[config.mk]
export PLATFORM = sky130hd
export DESIGN_NAME = source_tokenizer
export DESIGN_NICKNAME = d
export VERILOG_FILES = /design/src/rtl/core/srctok_pkg.sv /design/src/rtl/core/srctok_lexer.sv /design/src/rtl/core/srctok_queue.sv /design/src/rtl/core/source_tokenizer.sv
export SDC_FILE = /design/constraint.sdc
export NUM_CORES = 1
export LEC_CHECK = 0
export ABC_CLOCK_PERIOD_IN_PS = 14710
export BUFFER_PORTS_ARGS = -buffer_cell sky130_fd_sc_hd__buf_2
export CAP_MARGIN = 10
export CORE_AREA = 5 5 243 127
export CTS_CLUSTER_SIZE = 14
export DETAILED_ROUTE_END_ITERATION = 8
export DIE_AREA = 0 0 248 132
export GPL_TIMING_DRIVEN = 0
export MAX_ROUTING_LAYER = met4
export SKIP_LAST_GASP = 1
export SLEW_MARGIN = 10
export SYNTH_ARGS = -nofsm -noshare
export SYNTH_HDL_FRONTEND = slang
export SYNTH_SLANG_ARGS = --single-unit
[constraint.sdc]
create_clock -name clk -period 14.71 [get_ports clk]
set_clock_uncertainty 0.15 [all_clocks]
set_input_delay 2.942 -clock clk [delete_from_list [all_inputs] [get_ports clk]]
set_output_delay 2.942 -clock clk [all_outputs]
set_load 0.01 [all_outputs]
[src/rtl/core/srctok_pkg.sv]
`timescale 1ns / 1ps
// ----------------------------------------------------------------------------
// srctok_pkg
// Shared types, character codes and token kinds for the source tokenizer.
// ----------------------------------------------------------------------------
package srctok_pkg;

    // token kinds as seen on the result port
    typedef enum logic [4:0] {
        KIND_NONE   = 5'd0,
        KIND_NUMBER = 5'd1,
        KIND_IDENT  = 5'd2,
        KIND_LET    = 5'd3,
        KIND_CONST  = 5'd4,
        KIND_FN     = 5'd5,
        KIND_RETURN = 5'd6,
        KIND_PLUS   = 5'd7,
        KIND_MINUS  = 5'd8,
        KIND_STAR   = 5'd9,
        KIND_SLASH  = 5'd10,
        KIND_LPAREN = 5'd11,
        KIND_RPAREN = 5'd12,
        KIND_LBRACE = 5'd13,
        KIND_RBRACE = 5'd14,
        KIND_COLON  = 5'd15,
        KIND_EQUAL  = 5'd16,
        KIND_EQEQ   = 5'd17,
        KIND_DOT    = 5'd18
    } token_kind_t;

    // one result word
    typedef struct packed {
        token_kind_t kind;
        logic [15:0] start;
        logic [7:0]  length;
        logic        last;
    } token_t;

    // tokens produced by one byte, handed to the result queue
    typedef struct packed {
        logic       valid;
        logic [1:0] count;
        token_t     tok0;
        token_t     tok1;
    } push_t;

    // result queue geometry
    localparam int QUEUE_DEPTH = 4;
    localparam int QPTR_W      = 2;
    localparam int QCNT_W      = 3;

    // identifier prefix kept for keyword matching
    localparam int PREFIX_W = 48;
    localparam logic [PREFIX_W-1:0] KW_LET    = 48'h0000_006C_6574;
    localparam logic [PREFIX_W-1:0] KW_CONST  = 48'h0063_6F6E_7374;
    localparam logic [PREFIX_W-1:0] KW_FN     = 48'h0000_0000_666E;
    localparam logic [PREFIX_W-1:0] KW_RETURN = 48'h7265_7475_726E;

    // character codes
    localparam logic [7:0] CH_SPACE  = 8'h20;
    localparam logic [7:0] CH_TAB    = 8'h09;
    localparam logic [7:0] CH_LF     = 8'h0A;
    localparam logic [7:0] CH_VT     = 8'h0B;
    localparam logic [7:0] CH_FF     = 8'h0C;
    localparam logic [7:0] CH_CR     = 8'h0D;
    localparam logic [7:0] CH_PLUS   = 8'h2B;
    localparam logic [7:0] CH_MINUS  = 8'h2D;
    localparam logic [7:0] CH_STAR   = 8'h2A;
    localparam logic [7:0] CH_SLASH  = 8'h2F;
    localparam logic [7:0] CH_LPAREN = 8'h28;
    localparam logic [7:0] CH_RPAREN = 8'h29;
    localparam logic [7:0] CH_LBRACE = 8'h7B;
    localparam logic [7:0] CH_RBRACE = 8'h7D;
    localparam logic [7:0] CH_COLON  = 8'h3A;
    localparam logic [7:0] CH_EQUAL  = 8'h3D;
    localparam logic [7:0] CH_DOT    = 8'h2E;
    localparam logic [7:0] CH_0      = 8'h30;
    localparam logic [7:0] CH_9      = 8'h39;
    localparam logic [7:0] CH_LA     = 8'h61;
    localparam logic [7:0] CH_LZ     = 8'h7A;
    localparam logic [7:0] CH_UA     = 8'h41;
    localparam logic [7:0] CH_UZ     = 8'h5A;

    function automatic logic is_digit(input logic [7:0] b);
        return (b >= CH_0) && (b <= CH_9);
    endfunction

    function automatic logic is_letter(input logic [7:0] b);
        return ((b >= CH_LA) && (b <= CH_LZ)) || ((b >= CH_UA) && (b <= CH_UZ));
    endfunction

    function automatic logic is_space(input logic [7:0] b);
        return (b == CH_SPACE) || (b == CH_TAB) || (b == CH_LF) ||
               (b == CH_VT) || (b == CH_FF) || (b == CH_CR);
    endfunction

    // kind of a single-character operator other than minus and equal, none for anything else
    function automatic token_kind_t op_kind(input logic [7:0] b);
        token_kind_t k;
        case (b)
            CH_PLUS:   k = KIND_PLUS;
            CH_STAR:   k = KIND_STAR;
            CH_SLASH:  k = KIND_SLASH;
            CH_LPAREN: k = KIND_LPAREN;
            CH_RPAREN: k = KIND_RPAREN;
            CH_LBRACE: k = KIND_LBRACE;
            CH_RBRACE: k = KIND_RBRACE;
            CH_COLON:  k = KIND_COLON;
            CH_DOT:    k = KIND_DOT;
            default:   k = KIND_NONE;
        endcase
        return k;
    endfunction

endpackage

[src/rtl/core/srctok_lexer.sv]
`timescale 1ns / 1ps
// ----------------------------------------------------------------------------
// srctok_lexer
// Input word register and scanner state; works out up to two tokens per
// byte and pushes them to the result queue together once the queue has room.
// ----------------------------------------------------------------------------
module srctok_lexer #(
    parameter int POSITION_BITS    = 16,
    parameter int MAX_TOKEN_LENGTH = 255
) (
    input  logic               clk,
    input  logic               rst_n,
    input  logic [7:0]         code_byte,
    input  logic               end_of_code,
    input  logic               in_valid,
    output logic               in_ready,
    input  logic               room,
    output srctok_pkg::push_t  push
);
    import srctok_pkg::*;

    localparam int LEN_W = $clog2(MAX_TOKEN_LENGTH + 1);
    localparam logic [LEN_W-1:0] LEN_MAX = LEN_W'(MAX_TOKEN_LENGTH);

    typedef enum logic [4:0] {
        MODE_IDLE  = 5'b00001,
        MODE_NUM   = 5'b00010,
        MODE_IDENT = 5'b00100,
        MODE_MINUS = 5'b01000,
        MODE_EQUAL = 5'b10000
    } scan_mode_t;

    // input word register
    logic                     inv_reg;
    logic [7:0]               byte_reg;
    logic                     end_reg;
    logic                     fire;

    // scanner state
    scan_mode_t               mode_reg, mode_next;
    logic [POSITION_BITS-1:0] pos_reg, pos_next;
    logic [POSITION_BITS-1:0] begin_reg, begin_next;
    logic [LEN_W-1:0]         len_reg, len_next;
    logic [PREFIX_W-1:0]      prefix_reg, prefix_next;

    // candidate tokens in emission order
    logic                     a_valid, b_valid, c_valid, fresh;
    token_t                   tok_a, tok_b, tok_c;
    token_kind_t              op_k;
    logic                     b_dig, b_let, b_spc;
    logic [1:0]               count;

    function automatic logic [LEN_W-1:0] grow(input logic [LEN_W-1:0] len);
        return (len >= LEN_MAX) ? LEN_MAX : len + LEN_W'(1);
    endfunction

    function automatic token_t make_tok(input token_kind_t k,
                                        input logic [POSITION_BITS-1:0] p,
                                        input logic [LEN_W-1:0] len);
        token_t t;
        t.kind   = k;
        t.start  = 16'(p);
        t.length = 8'(len);
        t.last   = 1'b0;
        return t;
    endfunction

    // keywords need the exact length as well as the prefix
    function automatic token_kind_t word_kind(input logic [LEN_W-1:0] len,
                                              input logic [PREFIX_W-1:0] pre);
        token_kind_t k;
        if (len == LEN_W'(3) && pre == KW_LET)
            k = KIND_LET;
        else if (len == LEN_W'(5) && pre == KW_CONST)
            k = KIND_CONST;
        else if (len == LEN_W'(2) && pre == KW_FN)
            k = KIND_FN;
        else if (len == LEN_W'(6) && pre == KW_RETURN)
            k = KIND_RETURN;
        else
            k = KIND_IDENT;
        return k;
    endfunction

    // token left behind by a pending mode
    function automatic token_t flush_tok(input scan_mode_t m,
                                         input logic [POSITION_BITS-1:0] p,
                                         input logic [LEN_W-1:0] len,
                                         input logic [PREFIX_W-1:0] pre);
        token_t t;
        unique case (m)
            MODE_NUM:   t = make_tok(KIND_NUMBER, p, len);
            MODE_IDENT: t = make_tok(word_kind(len, pre), p, len);
            MODE_MINUS: t = make_tok(KIND_MINUS, p, LEN_W'(1));
            MODE_EQUAL: t = make_tok(KIND_EQUAL, p, LEN_W'(1));
            default:    t = make_tok(KIND_NONE, p, LEN_W'(0));
        endcase
        return t;
    endfunction

    // handshake: the held word moves on when the queue has room for two
    assign fire     = inv_reg && room;
    assign in_ready = !inv_reg || fire;

    always_ff @(posedge clk or negedge rst_n)
    begin
        if (!rst_n)
        begin
            inv_reg <= 1'b0;
        end
        else if (in_valid && in_ready)
        begin
            inv_reg <= 1'b1;
        end
        else if (fire)
        begin
            inv_reg <= 1'b0;
        end
    end

    always_ff @(posedge clk)
    begin
        if (in_valid && in_ready)
        begin
            byte_reg <= code_byte;
            end_reg  <= end_of_code;
        end
    end

    // byte classes
    assign b_dig = is_digit(byte_reg);
    assign b_let = is_letter(byte_reg);
    assign b_spc = is_space(byte_reg);
    assign op_k  = op_kind(byte_reg);

    // scanner step for the held byte
    always_comb
    begin
        mode_next   = mode_reg;
        begin_next  = begin_reg;
        len_next    = len_reg;
        prefix_next = prefix_reg;
        a_valid     = 1'b0;
        b_valid     = 1'b0;
        c_valid     = 1'b0;
        fresh       = 1'b0;
        tok_a       = '0;
        tok_b       = '0;
        tok_c       = '0;

        // continue or close the pending token
        unique case (mode_reg)
            MODE_NUM:
            begin
                if (b_dig)
                    len_next = grow(len_reg);
                else
                begin
                    a_valid = 1'b1;
                    tok_a   = flush_tok(mode_reg, begin_reg, len_reg, prefix_reg);
                    fresh   = 1'b1;
                end
            end
            MODE_IDENT:
            begin
                if (b_dig || b_let)
                begin
                    if (len_reg < LEN_W'(6))
                        prefix_next = {prefix_reg[PREFIX_W-9:0], byte_reg};
                    len_next = grow(len_reg);
                end
                else
                begin
                    a_valid = 1'b1;
                    tok_a   = flush_tok(mode_reg, begin_reg, len_reg, prefix_reg);
                    fresh   = 1'b1;
                end
            end
            MODE_MINUS:
            begin
                if (b_dig)
                begin
                    mode_next = MODE_NUM;
                    len_next  = grow(LEN_W'(1));
                end
                else
                begin
                    a_valid = 1'b1;
                    tok_a   = flush_tok(mode_reg, begin_reg, len_reg, prefix_reg);
                    fresh   = 1'b1;
                end
            end
            MODE_EQUAL:
            begin
                a_valid = 1'b1;
                if (byte_reg == CH_EQUAL)
                begin
                    tok_a     = make_tok(KIND_EQEQ, begin_reg, LEN_W'(2));
                    mode_next = MODE_IDLE;
                end
                else
                begin
                    tok_a = flush_tok(mode_reg, begin_reg, len_reg, prefix_reg);
                    fresh = 1'b1;
                end
            end
            default:
            begin
                fresh = 1'b1;
            end
        endcase

        // start a new token at this byte
        if (fresh)
        begin
            mode_next = MODE_IDLE;
            if (!b_spc)
            begin
                begin_next  = pos_reg;
                len_next    = LEN_W'(1);
                prefix_next = '0;
                if (b_dig)
                    mode_next = MODE_NUM;
                else if (b_let)
                begin
                    mode_next   = MODE_IDENT;
                    prefix_next = PREFIX_W'(byte_reg);
                end
                else if (byte_reg == CH_MINUS)
                    mode_next = MODE_MINUS;
                else if (byte_reg == CH_EQUAL)
                    mode_next = MODE_EQUAL;
                else
                begin
                    b_valid = 1'b1;
                    tok_b   = make_tok(op_k, pos_reg,
                                       (op_k == KIND_NONE) ? LEN_W'(0) : LEN_W'(1));
                end
            end
        end

        // end of source closes whatever is pending and rewinds the position
        if (end_reg)
        begin
            c_valid   = (mode_next != MODE_IDLE);
            tok_c     = flush_tok(mode_next, begin_next, len_next, prefix_next);
            mode_next = MODE_IDLE;
            pos_next  = '0;
        end
        else
        begin
            pos_next = pos_reg + POSITION_BITS'(1);
        end
    end

    // pack the tokens in order; a single-character token and an end flush
    // never both occur for one byte
    assign count = {1'b0, a_valid} + {1'b0, b_valid} + {1'b0, c_valid};

    always_comb
    begin
        push.valid     = fire;
        push.count     = count;
        push.tok0      = a_valid ? tok_a : (b_valid ? tok_b : tok_c);
        push.tok1      = b_valid ? tok_b : tok_c;
        push.tok0.last = (count == 2'd1);
        push.tok1.last = 1'b1;
    end

    // state registers
    always_ff @(posedge clk or negedge rst_n)
    begin
        if (!rst_n)
        begin
            mode_reg   <= MODE_IDLE;
            pos_reg    <= '0;
            begin_reg  <= '0;
            len_reg    <= '0;
            prefix_reg <= '0;
        end
        else if (fire)
        begin
            mode_reg   <= mode_next;
            pos_reg    <= pos_next;
            begin_reg  <= begin_next;
            len_reg    <= len_next;
            prefix_reg <= prefix_next;
        end
    end

endmodule

[src/rtl/core/srctok_queue.sv]
`timescale 1ns / 1ps
// ----------------------------------------------------------------------------
// srctok_queue
// Four-word result queue taking up to two tokens per cycle and giving one
// token per cycle on the output handshake.
// ----------------------------------------------------------------------------
module srctok_queue (
    input  logic               clk,
    input  logic               rst_n,
    input  srctok_pkg::push_t  push,
    output logic               room,
    output logic               out_valid,
    input  logic               out_ready,
    output srctok_pkg::token_t head
);
    import srctok_pkg::*;

    token_t              entry_reg [QUEUE_DEPTH];
    logic [QPTR_W-1:0]   wr_reg, wr_next;
    logic [QPTR_W-1:0]   rd_reg, rd_next;
    logic [QCNT_W-1:0]   cnt_reg, cnt_next;
    logic [1:0]          n_push;
    logic                pop;

    assign n_push    = push.valid ? push.count : 2'd0;
    assign pop       = out_valid && out_ready;
    assign out_valid = (cnt_reg != '0);
    assign head      = entry_reg[rd_reg];

    // room for a full pair, judged without the pop of this cycle
    assign room = (cnt_reg <= QCNT_W'(QUEUE_DEPTH - 2));

    // pointer and fill update
    always_comb
    begin
        wr_next  = wr_reg + QPTR_W'(n_push);
        rd_next  = rd_reg + QPTR_W'(pop);
        cnt_next = cnt_reg + QCNT_W'(n_push) - QCNT_W'(pop);
    end

    always_ff @(posedge clk or negedge rst_n)
    begin
        if (!rst_n)
        begin
            wr_reg  <= '0;
            rd_reg  <= '0;
            cnt_reg <= '0;
        end
        else
        begin
            wr_reg  <= wr_next;
            rd_reg  <= rd_next;
            cnt_reg <= cnt_next;
        end
    end

    // storage writes
    always_ff @(posedge clk)
    begin
        if (n_push != 2'd0)
        begin
            entry_reg[wr_reg] <= push.tok0;
        end
        if (n_push == 2'd2)
        begin
            entry_reg[wr_reg + QPTR_W'(1)] <= push.tok1;
        end
    end

endmodule

[src/rtl/core/source_tokenizer.sv]
`timescale 1ns / 1ps
// ----------------------------------------------------------------------------
// source_tokenizer
// Streaming lexer: source bytes in, tokens (kind, start, length) out.
// ----------------------------------------------------------------------------
// Takes one source byte per cycle and sustains that rate while each byte
// yields at most one token and the output is drained every cycle; a byte
// that closes one token and emits another (or flushes at end of source)
// gives two words, which leave one at a time through a four-word result
// queue, so output drain at one word per cycle sets the limit there. A byte
// sits in the input register until the queue has room for two words and
// then moves its tokens into the queue, whose head drives the output.
// Lengths saturate at MAX_TOKEN_LENGTH and positions wrap at POSITION_BITS.
// ----------------------------------------------------------------------------
module source_tokenizer #(
    parameter int POSITION_BITS    = 16,
    parameter int MAX_TOKEN_LENGTH = 255
) (
    input  logic        clk,
    input  logic        rst_n,
    input  logic        in_valid,
    output logic        in_ready,
    input  logic [7:0]  code_byte,
    input  logic        end_of_code,
    output logic        out_valid,
    input  logic        out_ready,
    output logic [4:0]  token_kind,
    output logic [15:0] token_start,
    output logic [7:0]  token_length,
    output logic        last_of_run
);
    import srctok_pkg::*;

    push_t  push;
    logic   room;
    token_t head;

    // scanner
    srctok_lexer #(
        .POSITION_BITS    (POSITION_BITS),
        .MAX_TOKEN_LENGTH (MAX_TOKEN_LENGTH)
    ) u_lexer (
        .clk         (clk),
        .rst_n       (rst_n),
        .code_byte   (code_byte),
        .end_of_code (end_of_code),
        .in_valid    (in_valid),
        .in_ready    (in_ready),
        .room        (room),
        .push        (push)
    );

    // result queue
    srctok_queue u_queue (
        .clk       (clk),
        .rst_n     (rst_n),
        .push      (push),
        .room      (room),
        .out_valid (out_valid),
        .out_ready (out_ready),
        .head      (head)
    );

    // result word fields
    assign token_kind   = head.kind;
    assign token_start  = head.start;
    assign token_length = head.length;
    assign last_of_run  = head.last;

endmodule

# Yosys cells after proc, flatten, opt, wreduce, memory -nomap -nowiden

Memories as Yosys holds them, arrays and structs flattened.
Index checks and enable logic that the tools add are counted.

Memories kept: 1
Input bits: 13
Output and inout bits: 32
Memory bits (writable): 120
Bits in read-only memories: 0
Bits in latches: 0
Word-level logic and storage cells: 172
Register bits: 110

Memory list:

| memory            | depth | bits a word | read ports | clocked after Yosys merged registers in | write ports | line               | RTL |
|---|---|---|---|---|---|---|---|
| u_queue.entry_reg | 4     | 30          | 1          | 0                                       | 2           | srctok_queue.sv:18 | `token_t entry_reg [QUEUE_DEPTH];` |

Magnitude comparators: 9
Bitwise operators: 0
Equality and inequality tests: 44
Multiply operators: 0
Add/subtract/negate cells: 9
Shifts and indexed selects: 0
Multiplexer cells: 70
Divide/modulo/power cells: 0
Reduce and logical (&&, ||, !) cells: 28

Operators with widths:

| kind                    | number |
|---|---|
| $mux W30                | 10 |
| $mux W48                | 6 |
| $pmux W30 S4            | 2 |
| $eq A48 B15 Y1 const B  | 2 |
| $eq A48 B23 Y1 const B  | 2 |
| $eq A48 B39 Y1 const B  | 2 |
| $eq A48 B47 Y1 const B  | 2 |
| $eq A8 B6 Y1 const B    | 10 |
| $mux W5                 | 15 |
| $mux W8                 | 7 |
| $mux W26                | 2 |
| $mux W16                | 3 |
| $pmux W5 S9             | 1 |
| $eq A8 B4 Y1 const B    | 5 |
| $eq A8 B2 Y1 const B    | 4 |
| $eq A8 B3 Y1 const B    | 4 |
| $mux W29                | 1 |
| $pmux W8 S3             | 1 |
| $add A16 B1 Y16 const B | 1 |
| $eq A8 B7 Y1 const B    | 2 |
| $ge A8 B7 Y1 const B    | 2 |
| $le A8 B7 Y1 const B    | 2 |
| $mux W1                 | 16 |
| $logic_and A1 B1 Y1     | 14 |
| other kinds (29)        | 44 |

# Longest topological paths before layout

Gate-level depths: netlist (run 1).

Depth in word-level cells: 18
Gate-level depth with buffers: 18
Gate-level depth less buffers: 14

# Modules after synthesis

Synthesis (run 1) repeated with hierarchy kept, for this count alone.

Cell total of the unflattened synthesis: 1,123
Area total of the unflattened synthesis: 13,171.4 um^2

By module, submodules not included:

| module       | area each (um^2) | cells each | times used | sequential area each (um^2) |
|---|---|---|---|---|
| srctok_lexer | 6,972.9          | 786        | 1          | 2,623.8 |
| srctok_queue | 6,198.4          | 337        | 1          | 3,778.6 |

# Worst setup path before layout (run 1)

Ideal clock, no wire load.

Kind: flip-flop to flip-flop
Start point: register u_lexer.byte_reg[1]
End point: memory u_queue.entry_reg[1][10] (netlist bit), enable pin
Slack: 9.469 ns
Path buffers: 4
Clock period less this slack: 5.241 ns
Cell stages (with the launch flop): 14
Required time: 14.176 ns
Library setup time: 0.384 ns
Data arrival time: 4.707 ns
Cell sequence: edfxtp_1 buf_6 or4_4 o221a_4 a21oi_2 o21ai_1 clkbuf_1 nor2_1 buf_2 fa_1 clkbuf_1 nor4_1 nor2_1 inv_1

RTL lines:

| item                   | line                | RTL |
|---|---|---|
| start, declared        | srctok_lexer.sv:35  | `logic [7:0] byte_reg;` |
| start signal, assigned | srctok_lexer.sv:125 | `byte_reg <= code_byte;` |
| end, declared          | srctok_queue.sv:18  |  |

==> qor.yml, run 1 <==
grt_pass1_vias: 9612
cts_buffers: 23
p_leak_uw: 0.00528
fin_crit_sh_pct: 47.8
max_cap_viol_count: 0
end_kind: "flop"
post_cts_buffers: 0
grt_remaining_overflow: 0
final_nets: 1268
fin_setup_tns_ns: 0
routed_wl_um: 41800
cts_resized: 0
synth_top_cell_area_share_pct: 29.9
path_clk_slew_ns: 0.07
start_util_pct: 44.1
ant_nets: 0
rsz0062_at_grt: "no"
ys_seq_elements: 230
timing.final.max_slew_violations: 0
clock_sinks: 230
cp-start-kind: "flop"
diodes: 0
synth_top_area_cell: "edfxtp_1"
drive_above_1_share_pct: 13.4
syn_nets: 1197
syn_inst: 1173
rrSetupSlack_ns: 7.68
die_area_um2: 32700
clk_path_buf_depth: 3
viasPerCell: 6.42
chipWidth_um: 248
relSlewSlack_pct: 28.9
reg2reg_to: "u_queue.entry_reg[0][17]$_DFFE_PP_"
dp_hpwl_um: 31000
setup_violations: 0
layout_common_cells: "nand2_1 (166), edfxtp_1 (125), a22o_1 (115), dfrtp_1 (100), nor2_1 (71)"
crit_chain: "nand4bb_1 > nor2_1 > a221oi_1 > o21ai_1 > clkbuf_1 > nor2_1 > buf_2 > fa_1 > clkbuf_1 > o21ai_1 > or3_1 > clkbuf_1 > o21ai_1 > clkbuf_1 > a22o_1"
grt_max_degree: 85
vias: 10600
total_power_uw: 2230
cts_root_buf: "clkbuf_16"
largest_register_ffs: 120
netlist_area_um2: 12600
synth-async-reset-ratio_pct: 43.9
p_per_area_nw_per_um2: 159
finalInstanceArea_um2: 14100
numPortBuffers: 44
synth_area_leaders: "edfxtp_1 (30%), dfrtp_1 (20%), a22o_1 (8.0%)"
drcViolationCount: 0
hold_viol: 0
crit_cells: 15
path_delay_family: "buffers and inverters"
clk_latency_ns: 0.54
yosysUniqueCellTypes: 80
slowest_stage: "o21ai_1"
antenna_found_initial: 0
hold-worst-slack_ns: 0.321
cpPeakStageDelay_ns: 0.64
synthToLayoutAreaGrowth_pct: 11.9
holdBufCountCts: 0
path_class: "flop to flop"
yosysSeqAreaShare_pct: 50.7
core_area_um2: 28500
worstPathArrival_ns: 7.25
path_max_fanout: 10
status: "completed"
grt_usage_pct: 25.8
gp_congestion: 1.00
synth-edff-count: 125
hold_start: "u_queue.entry_reg[2][0]$_SDFFE_PP1P_"
yosysWarnings: 0
wl_per_cell_um: 25.3
die_y_um: 132
syn_area_per_cell_um2: 10.7
htreeDepth: 1
dpl_cell_area_um2: 13300
grt_pass1_wl_um: 62600
firstDrtPassIters: 6
endpoint: "u_queue.entry_reg[0][17]$_DFFE_PP_"
synth_top_flop_cell: "edfxtp_1"
cts_tree: "built"
r2r_cells: 15
ios: 45
r2r-start: "u_lexer.byte_reg[7]$_DFFE_PP_"
drt-initial-drc-count: 1611
worst_path_most_repeated_cell: "clkbuf_1"
worst_pin_slew_ns: 1.06
timing.fmax_mhz: 142
final_core_util_pct: 49.4
num_rows: 44
final_common_cell: "nand2_1"
crit_start: "u_lexer.byte_reg[7]$_DFFE_PP_"
hp-class: "flop to flop"
worst-path-buf-inv: 5
required_ns: 14.93
finalCriticalPeriod_ns: 7.03
peakVddDrop_mv: 0.104
[how the worst min path moves through the flow]
stage	to	slack, ns	cells past startpoint
global placement	u_queue.entry_reg[1][0]$_SDFFE_PP1P_	0.30	1
finish	u_queue.entry_reg[2][0]$_SDFFE_PP1P_	0.32	1
floorplan	u_queue.entry_reg[2][0]$_SDFFE_PP1P_	0.28	1
detailed placement	u_queue.entry_reg[2][0]$_SDFFE_PP1P_	0.30	1
global route	u_queue.entry_reg[3][0]$_SDFFE_PP1P_	0.35	1
CTS	u_queue.entry_reg[2][0]$_SDFFE_PP1P_	0.32	1
[final cells by class]
class,count,area [um2]
fillers,2652,14400
flip-flops and latches,230,6360
multi-input cells,848,5810
clock buffers,29,672
well taps,391,489
plain buffers,75,315
repair buffers,46,262
inverters,20,75.1
clock inverters,12,63.8
[Yosys cell counts (all sizes together), types with 7 or more instances]
cell type,count
a21oi,61
a22o,115
a31oi,9
and2,11
and3,14
buf,21
clkbuf,54
dfrtp,100
edfxtp,125
ha,9
inv,20
mux2,18
mux2i,17
mux4,30
nand2,166
nand2b,10
nand3,29
nand4,19
nor2,71
nor3,25
nor4,23
nor4b,7
o21ai,67
o22ai,24
o31ai,8
or2,7
or3,16
or4,7
xnor2,7
xor2,9
[through the flow]
step                setup slack (ns)  cells
finish                          7.68   1651
global route                    7.45   1651
CTS                             8.01   1651
detailed placement              8.06   1610
global placement                6.95   1608
floorplan                       9.47   1173
[logic make-up after synthesis]
kind of cell	share of synthesized area [%]
AO/OA/AOI/OAI	18.5
buffers and inverters	3.11
multiplexers	8.35
flip-flops	50.7
XOR/XNOR	1.12
AND/OR/NAND/NOR	16.9
adder cells (fa/ha/maj)	1.30
[layer usage]
layer	wire length (um)	GRT usage (%)	up-vias	part of all wire, %
met3	7070	12.8	44	17
met1	20700	43.7	5218	50
met5	0	-	-	0
li1	-	-	4663	-
met4	439	2.77	0	1.1
met2	13600	26.1	669	32
[power breakdown]
group	switching, uW	leakage, uW	internal, uW	total [uW]
sequential	68.9	0.00257	793	862
combinational	523	0.00233	262	786
clock	263	0.000371	325	588
total	855	0.00528	1380	2230
Power figures use the tool's default switching activity.
==> run 2, diff against run 1 <==
--- a/config.mk
+++ b/config.mk
@@ -5,7 +5,7 @@
 export SDC_FILE = /design/constraint.sdc
 export NUM_CORES = 1
 export LEC_CHECK = 0
-export ABC_CLOCK_PERIOD_IN_PS = 14710
+export ABC_CLOCK_PERIOD_IN_PS = 5700
 export BUFFER_PORTS_ARGS = -buffer_cell sky130_fd_sc_hd__buf_2
 export CAP_MARGIN = 10
 export CORE_AREA = 5 5 243 127
==> constraint.sdc (replaced) <==
create_clock -name clk -period 5.7 [get_ports clk]
set_clock_uncertainty 0.15 [all_clocks]
set_input_delay 1.14 -clock clk [delete_from_list [all_inputs] [get_ports clk]]
set_output_delay 1.14 -clock clk [all_outputs]
set_load 0.01 [all_outputs]
==> qor.yml, run 2 (same netlist as run 1, synthesis figures left out) <==
grt_max_degree: 85  # unchanged
grt_pass1_wl_um: 62600  # about the same
numPortBuffers: 44  # unchanged
clk_latency_ns: 0.54  # about the same
num_rows: 44  # unchanged
gp_congestion: 1.00  # unchanged
setup_violations: 0  # unchanged
peakVddDrop_mv: 0.267  # +160%
worst-path-buf-inv: 4  # -1
hold_viol: 0  # unchanged
worst_pin_slew_ns: 1.01  # -0.0589 ns
drcViolationCount: 0  # unchanged
synthToLayoutAreaGrowth_pct: 12.4
holdBufCountCts: 0  # unchanged
grt_pass1_vias: 9656  # +0.46%
drive_above_1_share_pct: 15.5  # +2.0 points
finalCriticalPeriod_ns: 5.44  # -1.59 ns
path_clk_slew_ns: 0.07  # about the same
path_class: "flop to flop"
dp_slack_ns: -0.946  # -9.01 ns
path_max_fanout: 10  # unchanged
htreeDepth: 1  # unchanged
cp-start-kind: "flop"
grt_remaining_overflow: 0  # unchanged
status: "completed"
path_delay_family: "compound AO/OA/AOI/OAI gates"
slowest_stage: "fa_2"
fin_crit_sh_pct: 95.5  # +48 points
required_ns: 5.93  # -9.00 ns
viasPerCell: 6.39  # -0.38%
rsz0062_at_grt: "yes"
fillers: 2641  # -0.41%
relSlewSlack_pct: 32.9  # +4.0 points
cts_buffers: 23  # unchanged
final_common_cell: "nand2_1"
firstDrtPassIters: 6  # unchanged
max_cap_viol_count: 0  # unchanged
vias: 10500  # -0.62%
worstPathArrival_ns: 5.68  # -1.57 ns
clock_sinks: 230  # unchanged
layout.cells.non_filler: 1647  # -0.24%
core_area_um2: 28500  # unchanged
hp-class: "input pin to async pin"
antenna_found_initial: 0  # unchanged
cts_tree: "built"
die_area_um2: 32700  # unchanged
cts_root_buf: "clkbuf_16"
final_core_util_pct: 49.6  # +0.21 points
chipWidth_um: 248  # unchanged
die_y_um: 132  # unchanged
wl_per_cell_um: 25.4  # +0.28%
crit_chain: "nand4bb_2 > o211ai_1 > a21o_1 > buf_6 > and3_1 > clkbuf_1 > inv_1 > fa_2 > o21ai_2 > or2_2 > o21ai_2 > clkbuf_2 > a22o_1"
grt_usage_pct: 25.8  # about the same
rrSetupSlack_ns: 0.26  # -7.42 ns
start_util_pct: 44.1  # unchanged
cpPeakStageDelay_ns: 0.81  # +0.17 ns
p_leak_uw: 0.00531  # +0.56%
reg2reg_to: "u_queue.entry_reg[3][17]$_DFFE_PP_"
end_kind: "flop"
final_nets: 1263  # -0.39%
largest_register_ffs: 120  # unchanged
ant_nets: 0  # unchanged
dp_hpwl_um: 31000  # unchanged
worst_slack_ns: 0.257  # -7.42 ns
timing.final.max_slew_violations: 0  # unchanged
ios: 45  # unchanged
r2r-start: "u_lexer.byte_reg[7]$_DFFE_PP_"
clk_path_buf_depth: 3  # unchanged
layout_common_cells: "nand2_1 (166), edfxtp_1 (125), a22o_1 (115), dfrtp_1 (100), nor2_1 (62)"
p_per_area_nw_per_um2: 410  # +160%
worst_path_most_repeated_cell: "o21ai_2"
timing.fmax_mhz: 184  # +29%
fin_setup_tns_ns: 0  # unchanged
drt-initial-drc-count: 1568  # -2.7%
dpl.cell_count: 1610  # unchanged
r2r_cells: 13  # -2
routed_wl_um: 41800  # about the same
-- run 2: cell types whose count changed in the layout (fill, tap and decap cells not counted), moves of 8 or more --
cell / before / now
clkbuf_2: 0 / 8
nor2_2: 0 / 9
clkbuf_1: 56 / 43
nor2_1: 71 / 62
-- run 2: layout make-up --
cell class	count	area, um2	area share, %
repair buffers	46	262	1.85
flip-flops and latches	230	6360	45.1
clock inverters	12	63.8	0.452
clock buffers	29	672	4.76
diodes	1	2.50	0.0177
well taps	391	489	3.47
plain buffers	70	307	2.17
inverters	20	85.1	0.603
multi-input cells	848	5870	41.6
-- run 2: routing by layer --
layer	global-route usage [%]	wire [um]
met4	2.83	392
met3	13.0	7080
met2	26.3	13700
met1	43.3	20600
met5	-	0
-- run 2: worst max path at each step --
| stage | start | to | slack (ns) | cells after the start |
|---|---|---|---|---|
| 6_report | u_lexer.byte_reg[7]$_DFFE_PP_ | u_queue.entry_reg[3][17]$_DFFE_PP_ | 0.26 | 13 |
| 5_1_grt | u_lexer.byte_reg[0]$_DFFE_PP_ | u_queue.entry_reg[2][17]$_DFFE_PP_ | -0.004 | 14 |
| 4_1_cts | u_lexer.byte_reg[7]$_DFFE_PP_ | u_queue.entry_reg[3][0]$_SDFFE_PP1P_ | 0.06 | 14 |
| 3_5_place_dp | u_lexer.byte_reg[7]$_DFFE_PP_ | u_queue.entry_reg[3][17]$_DFFE_PP_ | -0.95 | 15 |
| 3_3_place_gp | u_lexer.byte_reg[0]$_DFFE_PP_ | u_queue.entry_reg[1][20]$_DFFE_PP_ | -2.06 | 13 |
| 2_1_floorplan | u_lexer.byte_reg[1]$_DFFE_PP_ | u_queue.entry_reg[1][10]$_DFFE_PP_ | 0.46 | 13 |
-- run 2: where the power goes --
group	leakage (uW)	internal [uW]	total [uW]	switching (uW)
registers	0.00257	2040	2230	190
logic	0.00236	689	2030	1340
clock network	0.000371	838	1520	680
total	0.00531	3570	5780	2210
-- run 2: metrics by stage --
step | total power, uW | cell area [um2] | hold slack (ns)
after floorplan | 3470 | 12600 | 0.281
after global placement | 4210 | 13300 | 0.296
after detailed placement | 4240 | 13300 | 0.300
after CTS | 5760 | 14100 | 0.273
after global routing | 6040 | 14100 | 0.287
final | 5780 | 14100 | 0.286
-- run 2: worst register-to-register path, cell delays in order, from the launching register on --
cell and delay, ns:
edfxtp_1 0.50, nand4bb_2 0.45, o211ai_1 0.39, a21o_1 0.25, buf_6 0.20, and3_1 0.16, clkbuf_1 0.34, inv_1 0.32
fa_2 0.81, o21ai_2 0.20, or2_2 0.47, o21ai_2 0.45, clkbuf_2 0.38, a22o_1 0.22
-- run 2: repair_timing --
| action | CTS | global route |
|---|---|---|
| endpoints found under the setup margin | 212 | 168 |
| setup buffers | 0 | 0 |
| pin swaps | 0 | 0 |
| gates cloned | 0 | 0 |
| resized for setup | 20 | 14 |
==> run 3, diff against run 2 <==
--- a/config.mk
+++ b/config.mk
@@ -8,14 +8,17 @@
 export ABC_CLOCK_PERIOD_IN_PS = 5700
 export BUFFER_PORTS_ARGS = -buffer_cell sky130_fd_sc_hd__buf_2
 export CAP_MARGIN = 10
-export CORE_AREA = 5 5 243 127
+export CELL_PAD_IN_SITES_DETAIL_PLACEMENT = 1
+export CELL_PAD_IN_SITES_GLOBAL_PLACEMENT = 1
+export CORE_AREA = 5 5 274 142
 export CTS_CLUSTER_SIZE = 14
 export DETAILED_ROUTE_END_ITERATION = 8
-export DIE_AREA = 0 0 248 132
+export DIE_AREA = 0 0 279 147
 export GPL_TIMING_DRIVEN = 0
 export MAX_ROUTING_LAYER = met4
+export PLACE_DENSITY_LB_ADDON = 0.1
 export SKIP_LAST_GASP = 1
-export SLEW_MARGIN = 10
+export SLEW_MARGIN = 25
 export SYNTH_ARGS = -nofsm -noshare
 export SYNTH_HDL_FRONTEND = slang
 export SYNTH_SLANG_ARGS = --single-unit
==> qor.yml, run 3 (same netlist as run 1, synthesis figures left out) <==
relSlewSlack_pct: 36.8  # +3.9 points
grt_remaining_overflow: 0  # unchanged
clk_latency_ns: 0.56  # +0.02 ns
pwr-share-clk_pct: 26.9  # +0.6 points
drt-initial-drc-count: 1122  # -28%
layout_common_cells: "nand2_1 (166), edfxtp_1 (125), a22o_1 (115), dfrtp_1 (100), nor2_1 (62)"
fin_crit_sh_pct: 96.0  # +0.47 points
firstDrtPassIters: 5  # -1
worst_pin_slew_ns: 0.939  # -0.0670 ns
final_common_cell: "nand2_1"
hp-class: "flop to flop"
pwr-share-seq_pct: 37.4  # -1.2 points
slowest_stage: "fa_2"
reg2reg_to: "u_queue.entry_reg[0][17]$_DFFE_PP_"
switching_share_pct: 39.2  # +1.0 points
fillers: 4051  # +53%
post_cts_buffers: 0  # unchanged
max_cap_viol_count: 0  # unchanged
antenna_found_initial: 0  # unchanged
routed_wl_um: 47900  # +15%
path_max_fanout: 10  # unchanged
rsz0062_at_grt: "yes"
wl_per_cell_um: 27.2  # +7.4%
holdBufCountCts: 0  # unchanged
start_util_pct: 34.4  # -9.7 points
synthToLayoutAreaGrowth_pct: 14.7
clock_sinks: 230  # unchanged
vias: 10600  # +1.1%
worst_path_most_repeated_cell: "clkbuf_2"
peakVddDrop_mv: 0.275  # +2.9%
crit_start: "u_lexer.byte_reg[1]$_DFFE_PP_"
core_area_um2: 36500  # +28%
ant_nets: 0  # unchanged
r2r-start: "u_lexer.byte_reg[1]$_DFFE_PP_"
cts_buffers: 25  # +8.7%
status: "completed"
required_ns: 5.85  # -0.08 ns
drcViolationCount: 0  # unchanged
total_power_uw: 6010  # +4.0%
crit_chain: "buf_6 > or4_4 > o221a_4 > a21oi_2 > o21ai_1 > clkbuf_2 > nor2_2 > buf_2 > fa_2 > o21ai_2 > or3_1 > o21ai_4 > clkbuf_2 > a22o_1"
rrSetupSlack_ns: 0.23  # -0.03 ns
worst-path-buf-inv: 4  # unchanged
worstPathArrival_ns: 5.62  # -0.06 ns
r2r_cells: 14  # +1
gp_congestion: 0.901  # -10%
drive_above_1_share_pct: 16.4  # +0.93 points
layout.cells.non_filler: 1757  # +6.7%
grt_pass1_wl_um: 70900  # +13%
clk_path_buf_depth: 3  # unchanged
hold-worst-slack_ns: 0.317  # +0.0312 ns
path_delay_family: "compound AO/OA/AOI/OAI gates"
power_switching_uw: 2360  # +6.8%
die_y_um: 147  # +11%
viasPerCell: 6.06  # -5.3%
path_class: "flop to flop"
grt_pass1_vias: 10100  # +4.8%
grt_usage_pct: 23.6  # -2.2 points
combPwrFrac_pct: 35.8  # +0.7 points
finalCriticalPeriod_ns: 5.47  # +0.0268 ns
hold_viol: 0  # unchanged
end_kind: "flop"
ios: 45  # unchanged
dp_hpwl_um: 36200  # +17%
die_area_um2: 41000  # +25%
path_clk_slew_ns: 0.07  # about the same
grt_max_degree: 54  # -36%
endpoint: "u_queue.entry_reg[0][17]$_DFFE_PP_"
diodes: 0  # -1
dpl.cell_count: 1717  # +6.6%
cts_root_buf: "clkbuf_16"
num_rows: 50  # +14%
timing.final.max_slew_violations: 0  # unchanged
numPortBuffers: 44  # unchanged
cpPeakStageDelay_ns: 0.59  # -0.22 ns
setup_violations: 0  # unchanged
fin_setup_tns_ns: 0  # unchanged
intPower_uw: 3650  # +2.3%
chipWidth_um: 279  # +13%
crit_cells: 14  # +1
timing.fmax_mhz: 183  # -0.49%
p_per_area_nw_per_um2: 417  # +1.9%
htreeDepth: 1  # unchanged
cts_tree: "built"
cp-start-kind: "flop"
final_nets: 1268  # +0.40%
p_leak_uw: 0.00538  # +1.4%
largest_register_ffs: 120  # unchanged
==> run 3: worst min path at each step <==
| stage | startpoint | to | slack, ns | cells past startpoint |
|---|---|---|---|---|
| 6_report | u_queue.entry_reg[3][0]$_SDFFE_PP1P_ | u_queue.entry_reg[3][0]$_SDFFE_PP1P_ | 0.32 | 1 |
| 5_1_grt | u_queue.entry_reg[0][0]$_SDFFE_PP1P_ | u_queue.entry_reg[0][0]$_SDFFE_PP1P_ | 0.34 | 1 |
| 4_1_cts | u_queue.entry_reg[3][0]$_SDFFE_PP1P_ | u_queue.entry_reg[3][0]$_SDFFE_PP1P_ | 0.32 | 1 |
| 3_5_place_dp | u_queue.entry_reg[3][0]$_SDFFE_PP1P_ | u_queue.entry_reg[3][0]$_SDFFE_PP1P_ | 0.30 | 1 |
| 3_3_place_gp | u_queue.entry_reg[3][0]$_SDFFE_PP1P_ | u_queue.entry_reg[3][0]$_SDFFE_PP1P_ | 0.30 | 1 |
| 2_1_floorplan | u_queue.entry_reg[2][0]$_SDFFE_PP1P_ | u_queue.entry_reg[2][0]$_SDFFE_PP1P_ | 0.28 | 1 |
==> run 3: cell type report <==
| class | instances | area [um2] | area share (%) |
|---|---|---|---|
| well taps | 494 | 618 | 4.29 |
| flip-flops and latches | 230 | 6360 | 44.2 |
| inverters | 20 | 75.1 | 0.521 |
| clock buffers | 31 | 658 | 4.57 |
| clock inverters | 15 | 123 | 0.851 |
| repair buffers | 50 | 369 | 2.56 |
| plain buffers | 69 | 310 | 2.15 |
| multi-input cells | 848 | 5890 | 40.9 |
==> run 3: repair_timing <==
action,4_1_cts,5_1_grt
endpoints found under the setup margin,235,148
cloned,0,0
gates resized for setup,25,11
==> run 3: per-stage QoR <==
stage,cell area [um2],setup slack [ns],util (%)
after floorplan,12600,0.459,-
after global placement,13400,-2.31,36.7
after detailed placement,13600,-1.37,37.1
after CTS,14400,0.0508,39.4
after global routing,14400,-0.0130,39.4
final,14400,0.230,39.4
==> run 3: per-layer routing <==
layer / part of all wire, % / wire, um / GRT usage, % / vias to the layer above
met5: 0 / 0 / - / -
met4: 1.1 / 529 / 2.99 / 0
met3: 10 / 5000 / 7.85 / 40
met2: 33 / 15900 / 25.3 / 384
met1: 55 / 26400 / 40.7 / 5569
li1: - / - / - / 4647
==> run 3: power by group through the flow <==
stage | Sequential, uW | Clock (uW) | Combinational (uW)
after floorplan | 2170 | 0 | 1300
after global placement | 2250 | 0 | 2050
after CTS | 2220 | 1650 | 2150
after global routing | 2270 | 1720 | 2310
after detailed placement | 2260 | 0 | 2130
final | 2250 | 1610 | 2150
